[config.mk]
export PLATFORM = sky130hd
export DESIGN_NAME = ipv4_header_checker_core
export DESIGN_NICKNAME = d
export VERILOG_FILES = /design/src/hw/rtl/ihc_pkg.sv /design/src/hw/rtl/ihc_verdict.sv /design/src/hw/rtl/ipv4_header_checker_core.sv
export VERILOG_INCLUDE_DIRS = /design/src /design/src/hw/rtl
export SDC_FILE = /design/constraint.sdc
export NUM_CORES = 1
export LEC_CHECK = 0
export ABC_AREA = 1
export ABC_CLOCK_PERIOD_IN_PS = 3730
export BUFFER_PORTS_ARGS = -buffer_cell sky130_fd_sc_hd__buf_4
export CAP_MARGIN = 10
export CELL_PAD_IN_SITES_DETAIL_PLACEMENT = 1
export CELL_PAD_IN_SITES_GLOBAL_PLACEMENT = 1
export CORE_MARGIN = 2
export CORE_UTILIZATION = 39
export DETAILED_ROUTE_END_ITERATION = 10
export GPL_TIMING_DRIVEN = 0
export HOLD_SLACK_MARGIN = 0.02
export PLACE_DENSITY_LB_ADDON = 0.2
export REMOVE_ABC_BUFFERS = 1
export SETUP_SLACK_MARGIN = 0.05
export SLEW_MARGIN = 20
export SYNTH_ARGS = -nofsm -noshare
export SYNTH_HDL_FRONTEND = slang
export SYNTH_SLANG_ARGS = --single-unit
export TNS_END_PERCENT = 5
[constraint.sdc]
create_clock -name clk -period 3.73 [get_ports clk]
set_clock_uncertainty 0.05 [all_clocks]
set_input_delay 0.1865 -clock clk [delete_from_list [all_inputs] [get_ports clk]]
set_output_delay 0.1865 -clock clk [all_outputs]
set_load 0.01 [all_outputs]
[src/hw/rtl/assert_macros.svh]
// ---------------------------------------------------------------------------
// Assertion macros
// Shared concurrent assertion forms, clocked on clk and disabled in reset.
// ---------------------------------------------------------------------------
`ifndef ASSERT_MACROS_SVH
`define ASSERT_MACROS_SVH

// The consequent must hold in the same cycle as the antecedent.
`define ASSERT_IMP(lbl, pre, post) \
  lbl: assert property (@(posedge clk) disable iff (!rst_n) (pre) |-> (post)) \
    else $error("assertion failed");

// The consequent must hold in the cycle after the antecedent.
`define ASSERT_NEXT(lbl, pre, post) \
  lbl: assert property (@(posedge clk) disable iff (!rst_n) (pre) |=> (post)) \
    else $error("assertion failed");

`endif

[src/hw/rtl/ihc_pkg.sv]
// ---------------------------------------------------------------------------
// IPv4 header checker package
// Verdict codes, header constants, shared structs and the checksum adder.
// ---------------------------------------------------------------------------
package ihc_pkg;

  typedef enum logic [2:0] {
    VERDICT_ACCEPT      = 3'd0,
    VERDICT_BAD_VERSION = 3'd1,
    VERDICT_SHORT_HDR   = 3'd2,
    VERDICT_CSUM_ERR    = 3'd3,
    VERDICT_LEN_ERR     = 3'd4,
    VERDICT_ICMP_DROP   = 3'd5
  } verdict_t;

  localparam logic [3:0]  IP_VERSION = 4'd4;
  localparam logic [3:0]  MIN_IHL    = 4'd5;
  localparam logic [15:0] SUM_GOOD   = 16'hFFFF;
  localparam logic [7:0]  PROTO_ICMP = 8'd1;

  // Everything the verdict logic needs once the last header word is in.
  typedef struct packed {
    logic [15:0] sum;
    logic [15:0] total;
    logic [15:0] buffer_len;
    logic [7:0]  proto;
    logic [4:0]  words_expected;
  } summary_t;

  typedef struct packed {
    verdict_t    verdict;
    logic [5:0]  header_bytes;
    logic [7:0]  protocol;
    logic [15:0] total_bytes;
    logic [15:0] trim_bytes;
  } result_t;

  // Ones'-complement add with end-around carry; one fold is enough.
  function automatic logic [15:0] oc_add(input logic [15:0] a, input logic [15:0] b);
    logic [16:0] s;
    s = {1'b0, a} + {1'b0, b};
    return s[15:0] + {15'd0, s[16]};
  endfunction

endpackage

[src/hw/rtl/ihc_verdict.sv]
// ---------------------------------------------------------------------------
// IPv4 header checker verdict logic
// Turns the summary of a complete header into a verdict and trim length.
// ---------------------------------------------------------------------------
module ihc_verdict (
  input  ihc_pkg::summary_t summary,
  output ihc_pkg::result_t  result
);

  logic [5:0]  hb;
  logic [15:0] hb_wide;

  assign hb      = {summary.words_expected, 1'b0};
  assign hb_wide = {10'd0, hb};

  always_comb begin
    result.header_bytes = hb;
    result.protocol     = summary.proto;
    result.total_bytes  = summary.total;
    result.trim_bytes   = 16'd0;
    priority if (summary.sum != ihc_pkg::SUM_GOOD) begin
      result.verdict = ihc_pkg::VERDICT_CSUM_ERR;
    end else if ((summary.buffer_len < summary.total) || (summary.total < hb_wide)) begin
      result.verdict = ihc_pkg::VERDICT_LEN_ERR;
    end else begin
      // Buffer is at least as long as the datagram here, so no underflow.
      result.trim_bytes = summary.buffer_len - summary.total;
      if (summary.proto == ihc_pkg::PROTO_ICMP) begin
        result.verdict = ihc_pkg::VERDICT_ICMP_DROP;
      end else begin
        result.verdict = ihc_pkg::VERDICT_ACCEPT;
      end
    end
  end

endmodule

[src/hw/rtl/ipv4_header_checker_core.sv]
// ---------------------------------------------------------------------------
// IPv4 header checker core
// A verdict appears in the output register in the cycle after the item that
// completes it (the first word for a bad version or short header).
// Throughput: one header word per cycle unless a result waits on out_tready,
// set by the running checksum add and the output register between channels.
// Reset: synchronous active-low rst_n clears the packet state and out_tvalid.
// ---------------------------------------------------------------------------
`include "assert_macros.svh"

module ipv4_header_checker_core (
  input  logic        clk,
  input  logic        rst_n,
  // Input channel.
  input  logic        in_tvalid,
  output logic        in_tready,
  input  logic [31:0] in_tdata,   // [15:0] header_word, [31:16] buffer_length
  input  logic [0:0]  in_tuser,   // [0] first_word
  // Result channel.
  output logic        out_tvalid,
  input  logic        out_tready,
  output logic [55:0] out_tdata   // [2:0] verdict, [8:3] header_bytes, [16:9] protocol,
                                  // [32:17] total_bytes, [48:33] trim_bytes, rest zero
);

  // Packet state. The accumulator and counters follow the header word by
  // word; the length and protocol fields are captured as they pass.
  logic [15:0] sum_r, sum_nxt;
  logic [4:0]  seen_r, seen_nxt;
  logic [4:0]  exp_r, exp_nxt;
  logic        busy_r, busy_nxt;
  logic [15:0] total_r, total_nxt;
  logic [15:0] blen_r, blen_nxt;
  logic [7:0]  proto_r, proto_nxt;

  // Output register.
  logic              out_valid_r;
  ihc_pkg::result_t  out_res_r;

  logic              in_acc;
  logic [15:0]       word;
  logic [15:0]       buf_len;
  logic              first;
  logic [3:0]        version;
  logic [3:0]        ihl;
  logic              fire;
  ihc_pkg::result_t  res;
  ihc_pkg::summary_t summary;
  ihc_pkg::result_t  final_res;

  // A new item is taken whenever the output register is empty or is being
  // emptied in this cycle, so a waiting result never stalls the stream
  // for longer than the downstream side holds it.
  assign in_tready = !out_valid_r || out_tready;
  assign in_acc    = in_tvalid && in_tready;

  assign word    = in_tdata[15:0];
  assign buf_len = in_tdata[31:16];
  assign first   = in_tuser[0];
  assign version = word[15:12];
  assign ihl     = word[11:8];

  // The verdict logic sees the state as it stands after this word, so the
  // last word's checksum contribution is included.
  assign summary.sum            = sum_nxt;
  assign summary.total          = total_nxt;
  assign summary.buffer_len     = blen_r;
  assign summary.proto          = proto_nxt;
  assign summary.words_expected = exp_r;

  ihc_verdict u_verdict (
    .summary (summary),
    .result  (final_res)
  );

  always_comb begin
    sum_nxt   = sum_r;
    seen_nxt  = seen_r;
    exp_nxt   = exp_r;
    busy_nxt  = busy_r;
    total_nxt = total_r;
    blen_nxt  = blen_r;
    proto_nxt = proto_r;
    fire      = 1'b0;
    res       = final_res;
    if (in_acc) begin
      if (first) begin
        // A first word always drops any open packet; it opens a new one only if its version and length are good.
        busy_nxt  = 1'b0;
        sum_nxt   = word;
        seen_nxt  = 5'd1;
        exp_nxt   = {ihl, 1'b0};
        total_nxt = 16'd0;
        blen_nxt  = buf_len;
        proto_nxt = 8'd0;
        res.header_bytes = {ihl, 2'b00};
        res.protocol     = 8'd0;
        res.total_bytes  = 16'd0;
        res.trim_bytes   = 16'd0;
        priority if (version != ihc_pkg::IP_VERSION) begin
          fire        = 1'b1;
          res.verdict = ihc_pkg::VERDICT_BAD_VERSION;
        end else if (ihl < ihc_pkg::MIN_IHL) begin
          // A header shorter than the fixed part is dropped at once.
          fire        = 1'b1;
          res.verdict = ihc_pkg::VERDICT_SHORT_HDR;
        end else begin
          busy_nxt = 1'b1;
        end
      end else if (busy_r) begin
        // The second word carries the total length, the fifth the protocol
        // in its low byte. Words outside an open packet are ignored.
        if (seen_r == 5'd1) begin
          total_nxt = word;
        end else if (seen_r == 5'd4) begin
          proto_nxt = word[7:0];
        end
        sum_nxt  = ihc_pkg::oc_add(sum_r, word);
        seen_nxt = 5'(seen_r + 5'd1);
        if (seen_nxt == exp_r) begin
          busy_nxt = 1'b0;
          fire     = 1'b1;
        end
      end
    end
  end

  always_ff @(posedge clk) begin
    if (!rst_n) begin
      sum_r   <= 16'd0;
      seen_r  <= 5'd0;
      exp_r   <= 5'd0;
      busy_r  <= 1'b0;
      total_r <= 16'd0;
      blen_r  <= 16'd0;
      proto_r <= 8'd0;
    end else begin
      sum_r   <= sum_nxt;
      seen_r  <= seen_nxt;
      exp_r   <= exp_nxt;
      busy_r  <= busy_nxt;
      total_r <= total_nxt;
      blen_r  <= blen_nxt;
      proto_r <= proto_nxt;
    end
  end

  always_ff @(posedge clk) begin
    if (!rst_n) begin
      out_valid_r <= 1'b0;
    end else if (fire) begin
      out_valid_r <= 1'b1;
    end else if (out_tready) begin
      out_valid_r <= 1'b0;
    end
  end

  // The payload is loaded only with a fresh result and needs no reset.
  always_ff @(posedge clk) begin
    if (fire) begin
      out_res_r <= res;
    end
  end

  assign out_tvalid = out_valid_r;
  assign out_tdata  = {7'd0, out_res_r.trim_bytes, out_res_r.total_bytes,
                       out_res_r.protocol, out_res_r.header_bytes, out_res_r.verdict};

  // An open packet never has counted all of its words.
  `ASSERT_IMP(a_busy_count, busy_r, seen_r < exp_r)
  // A stalled result blocks the input, so no result can be overwritten.
  `ASSERT_IMP(a_no_overrun, out_valid_r && !out_tready, !in_tready)
  // A bad version on a first word is reported in the next cycle.
  `ASSERT_NEXT(a_early_version,
               in_acc && first && (version != ihc_pkg::IP_VERSION),
               out_valid_r && (out_res_r.verdict == ihc_pkg::VERDICT_BAD_VERSION))
  // Only accepted or ICMP-dropped packets carry a trim length.
  `ASSERT_IMP(a_trim_zero,
              out_valid_r && (out_res_r.verdict != ihc_pkg::VERDICT_ACCEPT)
                && (out_res_r.verdict != ihc_pkg::VERDICT_ICMP_DROP),
              out_res_r.trim_bytes == 16'd0)

endmodule
==> impl_metrics.py, run 1 <==
metrics = {
    "clock_network": {
        "cts_tree": "yes",
        "clk_pin_slew_ns": 0.06,
        "cts_root_buffer": "clkbuf_16",
        "cts_max_path_buffers": 2,
        "cts.sinks": 114,
        "cts_buffers": 17,
        "ctsHtreeMaxLevel": 4,
        "clk_latency_ns": 0.42,
    },
    "synthesis": {
        "synth_cell_types": 50,
        "ys_async_sr_fraction": 0,
        "yosysWarnings": 0,
        "avgSynthCellArea_um2": 7.501,
        "synthCells": 956,
        "synth_top_flop_cell": "dfxtp_1",
        "syn_area_mm2": 0.007171,
        "ys_ff_latch": 114,
        "synth_edf_count": 47,
        "seq_area_frac_synth": 0.3839,
    },
    "grt": {
        "grt_max_degree": 30,
        "antenna_found_initial": 0,
        "grt_pass1_vias": 7013,
        "grt_pass1_wl_um": 36430,
        "grt_usage": 0.2355,
        "overflow": 0,
    },
    "setup_path": {
        "critPathKind": "flip-flop to flip-flop",
        "r2r-start": "sum_r[0]$_SDFF_PN0_",
        "reg2reg_depth": 28,
        "crit_path_frequent_cell": "buf_4",
        "crit_required_ns": 4.03,
        "r2r_slack_ns": -0.15,
        "crit_end": "sum_r[1]$_SDFF_PN0_",
        "startpoint_type": "flip-flop",
        "r2r-end": "sum_r[1]$_SDFF_PN0_",
        "endpoint_kind": "flip-flop",
        "setup.worst_path.start": "sum_r[0]$_SDFF_PN0_",
        "arrival_ns": 4.18,
        "max_stage_delay_ns": 0.37,
        "path_max_fanout": 2,
        "cp_slowest_cell": "fa_2",
    },
    "sta": {
        "period_share": 1.039,
        "holdWs_ns": 0.02966,
        "finalHoldViolCount": 0,
        "fin_crit_ns": 3.877,
        "setup_violations": 19,
        "slew-limit-headroom": 0.5751,
        "worst_pin_slew_ns": 0.6325,
        "fmax_ghz": 0.2579,
        "rsz0062_at_grt": "true",
        "fin_ws_ns": -0.1473,
        "report.final.slew_viol_count": 0,
    },
    "worst_hold_path": {
        "hp-class": "input pin to flip-flop",
        "hold_start": "in_tdata[19]",
    },
    "power_and_ir_drop": {
        "p_switching_w": 0.001237,
        "leakage_nw": 4.570,
        "clkPwrFrac": 0.413,
        "p_seq_frac": 0.343,
        "peakVddDrop_v": 0.0003010,
        "switching_share": 0.3055,
        "cellPowerDensity_mw_per_mm2": 417.1,
        "p_comb_frac": 0.244,
        "p_int_w": 0.002812,
    },
    "final_layout": {
        "final_nets": 1178,
        "final_cell_mix": "nand2_1, buf_4, inv_1, nor2_1, dfxtp_1",
        "final_common_cell": "nand2_1",
        "fillerInstances": 2216,
        "finalNonFillerCells": 1341,
        "seq_area_mm2": 0.002759,
        "area_delta_synth_final_pct": 35.37,
        "insertedDiodeCount": 0,
        "multiInputGateArea_mm2": 0.004295,
        "drive_above_1_share": 0.2878,
    },
    "drt": {
        "post_drt_wl_per_cell_um": 17.68,
        "ant_nets": 0,
        "drt_iter0_drc": 316,
        "vias_per_cell": 5.149,
        "routed_wl_um": 23710,
        "first_pass_iters": 4,
        "vias": 6905,
        "drc_errors": 0,
    },
    "floorplanning": {
        "design.core.area_mm2": 0.01802,
        "dieWidth_um": 139.6,
        "die_area_mm2": 0.01949,
        "core.rowCount": 49,
        "pin_count": 95,
        "die_h_um": 139.6,
        "start_util": 0.3978,
    },
    "outcome": {
        "outcome": "finished, violations left",
        "violations": "negative setup slack",
    },
    "placement": {
        "place_congestion": 0.8010,
        "dpl.hpwl_um": 15690,
        "dp_worst_setup_slack_ns": -1.399,
        "io_buffer_count": 85,
        "placed_cells": 1251,
    },
    "flow_run": {
        "max_cap_viol_count": 0,
    },
}
-- stage by stage --
stage / utilization / total power [W] / setup TNS (ns) / area, um^2
finish: 0.5385 / 0.004048 / -2.113 / 9707
global route: 0.5385 / 0.004222 / -6.656 / 9707
CTS: 0.5190 / 0.003971 / -4.055 / 9355
detailed placement: 0.4475 / 0.002193 / -24.32 / 8066
global placement: 0.4413 / 0.002159 / -37.05 / 7954
floorplan: - / 0.001939 / -5.275 / 7029
-- cell families (layout without fill, tap and decap cells) --
| group | Yosys count | count (layout) | share of synthesized area |
|---|---|---|---|
| XOR/XNOR | 21 | 21 | 0.02565 |
| adder cells (fa/ha/maj) | 42 | 42 | 0.07538 |
| flip-flops | 114 | 114 | 0.3839 |
| AND/OR/NAND/NOR | 479 | 480 | 0.3087 |
| buffers and inverters | 163 | 310 | 0.09300 |
| other | 1 | 9 | 0.0005230 |
| AO/OA/AOI/OAI | 136 | 136 | 0.1129 |
-- registers in the layout, indices dropped and copies added (netlist names) --
| signal | flops |
|---|---|
| proto_r | 8 |
| out_tdata | 47 |
| blen_r | 16 |
| out_tvalid | 1 |
| busy_r | 1 |
| seen_r | 5 |
| exp_r | 4 |
| total_r | 16 |
| sum_r | 16 |
-- critical path: cells and delay by family, from the launching register on --
| kind | cells | cell delay (ns) |
|---|---|---|
| AOI/OAI and AO/OA | 2 | 0.25 |
| buffers and inverters | 12 | 1.47 |
| and+or+nand+nor | 10 | 0.72 |
| adders and majority gates | 4 | 0.98 |
| DFF | 1 | 0.33 |
-- worst min path at each step --
stage                     cells past startpoint                      to  slack, ns
after global routing                          3  blen_r[3]$_SDFFE_PN0P_       0.04
after CTS                                     3  blen_r[3]$_SDFFE_PN0P_       0.03
after global placement                        3  blen_r[1]$_SDFFE_PN0P_       0.36
final                                         3  blen_r[3]$_SDFFE_PN0P_       0.03
after floorplan                               2     sum_r[0]$_SDFF_PN0_       0.23
after detailed placement                      3  blen_r[1]$_SDFFE_PN0P_       0.37
-- power by group through the flow --
stage	Clock (W)	Sequential [W]	Combinational (W)
after global routing	0.00174	0.00139	0.00109
after CTS	0.00169	0.00138	0.000899
final	0.00167	0.00139	0.000988
after floorplan	0	0.00141	0.000530
after detailed placement	0	0.00141	0.000788
after global placement	0	0.00141	0.000753
-- area by class of cell --
cell class                 instances  share of cell area
timing repair buffer             146              0.1289
clock buffer                      21             0.05066
clock inverter                    11             0.01289
inverter                         132             0.05130
tap                              229             0.02952
sequential                       114              0.2842
multi-input combinational        688              0.4425
-- timing repair --
item | in CTS | in global routing
pin swaps | 24 | 37
endpoints found under the setup margin | 25 | 21
buffers inserted | 23 | 18
cloned | 1 | 1
endpoints found under the hold margin | 15 | 0
gates resized for setup | 68 | 42
hold buffers | 15 | 0
-- synthesized netlist by cell type (5+ instances only) --
| cell | n | share of area |
|---|---|---|
| a21oi_1 | 46 | 0.032 |
| a221oi_1 | 5 | 0.0061 |
| buf_2 | 8 | 0.0056 |
| buf_4 | 9 | 0.0094 |
| clkbuf_1 | 9 | 0.0047 |
| dfxtp_1 | 67 | 0.19 |
| edfxtp_1 | 47 | 0.20 |
| ha_1 | 40 | 0.070 |
| inv_1 | 125 | 0.065 |
| inv_2 | 6 | 0.0031 |
| nand2_1 | 206 | 0.11 |
| nand2_2 | 21 | 0.018 |
| nand3_1 | 50 | 0.035 |
| nand3_2 | 6 | 0.0084 |
| nand4_1 | 7 | 0.0061 |
| nor2_1 | 123 | 0.064 |
| nor2_2 | 15 | 0.013 |
| nor2_4 | 9 | 0.014 |
| nor3_1 | 12 | 0.0084 |
| o211ai_1 | 19 | 0.020 |
| o21ai_0 | 39 | 0.027 |
| o22ai_1 | 7 | 0.0061 |
| or2_2 | 16 | 0.014 |
| xor2_1 | 17 | 0.021 |
-- routing by layer --
layer	up-vias	wire, um	track usage
met5	-	0	0
met3	32	969	0.04095
li1	3400	-	-
met1	3323	10830	0.3095
met2	150	11390	0.3958
met4	0	514	0.07579
No activity file was read; power rests on OpenSTA's default activity.
==> inputs of run 2 (changes only) <==
--- a/config.mk
+++ b/config.mk
@@ -7,14 +7,14 @@
 export NUM_CORES = 1
 export LEC_CHECK = 0
 export ABC_AREA = 1
-export ABC_CLOCK_PERIOD_IN_PS = 3730
 export BUFFER_PORTS_ARGS = -buffer_cell sky130_fd_sc_hd__buf_4
 export CAP_MARGIN = 10
 export CELL_PAD_IN_SITES_DETAIL_PLACEMENT = 1
 export CELL_PAD_IN_SITES_GLOBAL_PLACEMENT = 1
 export CORE_MARGIN = 2
-export CORE_UTILIZATION = 39
+export CORE_UTILIZATION = 35
 export DETAILED_ROUTE_END_ITERATION = 10
+export GPL_ROUTABILITY_DRIVEN = 0
 export GPL_TIMING_DRIVEN = 0
 export HOLD_SLACK_MARGIN = 0.02
 export PLACE_DENSITY_LB_ADDON = 0.2
==> run 2 against run 1 <==
Against the previous run:
- the run still ends with negative setup slack left
- final area down 2.0%
- maximum frequency up 1.6%
- total power is 4.5% lower
- sequential power about the same
- die area grew 11%
- largest power group unchanged
==> impl_metrics.py, run 2 (synthesized netlist as in run 1, its figures left out) <==
metrics = {
    "setup_path": {
        "startpoint_type": "flip-flop",
        "cp_slowest_cell": "fa_2",
        "arrival_ns": 3.93,
        "max_stage_delay_ns": 0.35,
        "crit_required_ns": 3.85,
        "endpoint_kind": "flip-flop",
        "crit_path_frequent_cell": "nand2_1",
        "path_max_fanout": 2,
        "critPathKind": "flip-flop to flip-flop",
    },
    "final_layout": {
        "final_common_cell": "nand2_1",
        "drive_above_1_share": 0.2719,
        "insertedDiodeCount": 0,
        "fillerInstances": 2479,
        "final_cell_mix": "nand2_1, inv_1, nor2_1, buf_4, dfxtp_1",
        "final_nets": 1162,
        "final_area_mm2": 0.009517,
        "area_delta_synth_final_pct": 32.72,
        "largest_register_ffs": 47,
        "fin_util": 0.4718,
    },
    "grt": {
        "antenna_found_initial": 0,
        "grt_usage": 0.2064,
        "grt_max_degree": 33,
        "overflow": 0,
        "grt_pass1_wl_um": 35250,
        "grt_pass1_vias": 6893,
    },
    "worst_hold_path": {
        "hp-class": "input pin to flip-flop",
    },
    "floorplanning": {
        "pin_count": 95,
        "dieWidth_um": 147.1,
        "die_area_mm2": 0.02165,
        "core.rowCount": 52,
        "start_util": 0.3555,
        "die_h_um": 147.1,
        "design.core.area_mm2": 0.02017,
    },
    "flow_run": {
        "max_cap_viol_count": 0,
    },
    "clock_network": {
        "ctsHtreeMaxLevel": 4,
        "cts.sinks": 114,
        "cts_buffers": 17,
        "cts_max_path_buffers": 2,
        "clk_pin_slew_ns": 0.06,
        "clk_latency_ns": 0.42,
        "cts_tree": "yes",
        "cts_root_buffer": "clkbuf_16",
    },
    "sta": {
        "fmax_ghz": 0.2620,
        "period_share": 1.023,
        "setup_violations": 18,
        "rsz0062_at_grt": "true",
        "holdWs_ns": 0.07038,
        "fin_ws_ns": -0.08647,
        "slew-limit-headroom": 0.6162,
        "finalHoldViolCount": 0,
        "report.final.slew_viol_count": 0,
        "fin_crit_ns": 3.816,
        "worst_pin_slew_ns": 0.5713,
    },
    "outcome": {
        "outcome": "finished, violations left",
        "violations": "negative setup slack",
    },
    "drt": {
        "vias_per_cell": 4.802,
        "first_pass_iters": 4,
        "drt_iter0_drc": 224,
        "vias": 6560,
        "post_drt_wl_per_cell_um": 16.04,
        "ant_nets": 0,
        "drc_errors": 0,
        "routed_wl_um": 21910,
    },
    "power_and_ir_drop": {
        "peakVddDrop_v": 0.0003187,
        "cellPowerDensity_mw_per_mm2": 406.4,
        "leakage_nw": 4.480,
    },
    "placement": {
        "placement.cell_area_mm2": 0.008118,
        "io_buffer_count": 85,
        "dp_worst_setup_slack_ns": -1.501,
        "dpl.hpwl_um": 15770,
    },
}
==> run 2: cell types whose count changed in the layout (fill, tap and decap cells not counted), sizes merged <==
cell	change
buf	-16
bufinv	-2
clkbuf	-2
inv	+2
clkinv	+4
clkinvlp	-2
==> run 2: timing repair <==
action / CTS / global route
endpoints found under the hold margin: 15 / 0
resized for setup: 63 / 36
cloned: 2 / 0
setup endpoints to repair: 26 / 20
hold buffers: 15 / 0
setup buffers: 15 / 10
pin swaps: 23 / 29
==> run 2: area by class of cell <==
type,count,area (um^2),area share
timing repair buffer,130,1119,0.1175
inverter,132,498.0,0.05233
clock buffer,19,475.5,0.04996
clock inverter,13,100.1,0.01052
sequential,114,2761,0.2902
tap,270,337.8,0.03550
multi-input combinational,688,4225,0.4440
==> run 2: report_power, final <==
group	leakage (nW)	switching, W	internal, W	total, W
clock network	0.277	0.000626	0.000934	0.00156
registers	1.00	0.0000355	0.00135	0.00139
logic	3.20	0.000567	0.000353	0.000920
total	4.48	0.00123	0.00264	0.00387
==> run 2: worst max-delay path, delay by kind of cell, from the launching register on <==
| family | cells | cell delay (ns) |
|---|---|---|
| fa+ha+maj | 4 | 1.03 |
| flops | 1 | 0.34 |
| simple gates | 21 | 1.68 |
| buf+inv | 2 | 0.18 |
| compound gates | 2 | 0.29 |
==> run 2: stage by stage <==
step | power (W) | std cells | setup TNS [ns]
global route | 0.004056 | 1366 | -5.958
finish | 0.003868 | 1366 | -1.278
floorplan | 0.001939 | 933 | -5.275
CTS | 0.003837 | 1356 | -4.184
detailed placement | 0.002195 | 1292 | -25.82
global placement | 0.002165 | 1288 | -35.15
==> run 2: routing by layer <==
metal,track usage,vias up,share of wire,wire (um)
met5,0,-,0,0
met3,0.02826,24,0.031,687
li1,-,3364,-,-
met2,0.3813,100,0.51,11250
met1,0.2511,3072,0.44,9676
met4,0.05481,0,0.013,293
==> run 2: path summary, 6_finish.rpt <==
kind,depth (start not counted),slack (ns),from,endpoint
max,29,-0.09,sum_r[0]$_SDFF_PN0_,out_tdata[0]$_DFFE_PP_
min,3,0.07,in_tdata[16],blen_r[0]$_SDFFE_PN0P_
max reg2reg,29,-0.09,sum_r[0]$_SDFF_PN0_,out_tdata[0]$_DFFE_PP_
min reg2reg,2,0.42,blen_r[0]$_SDFFE_PN0P_,blen_r[0]$_SDFFE_PN0P_
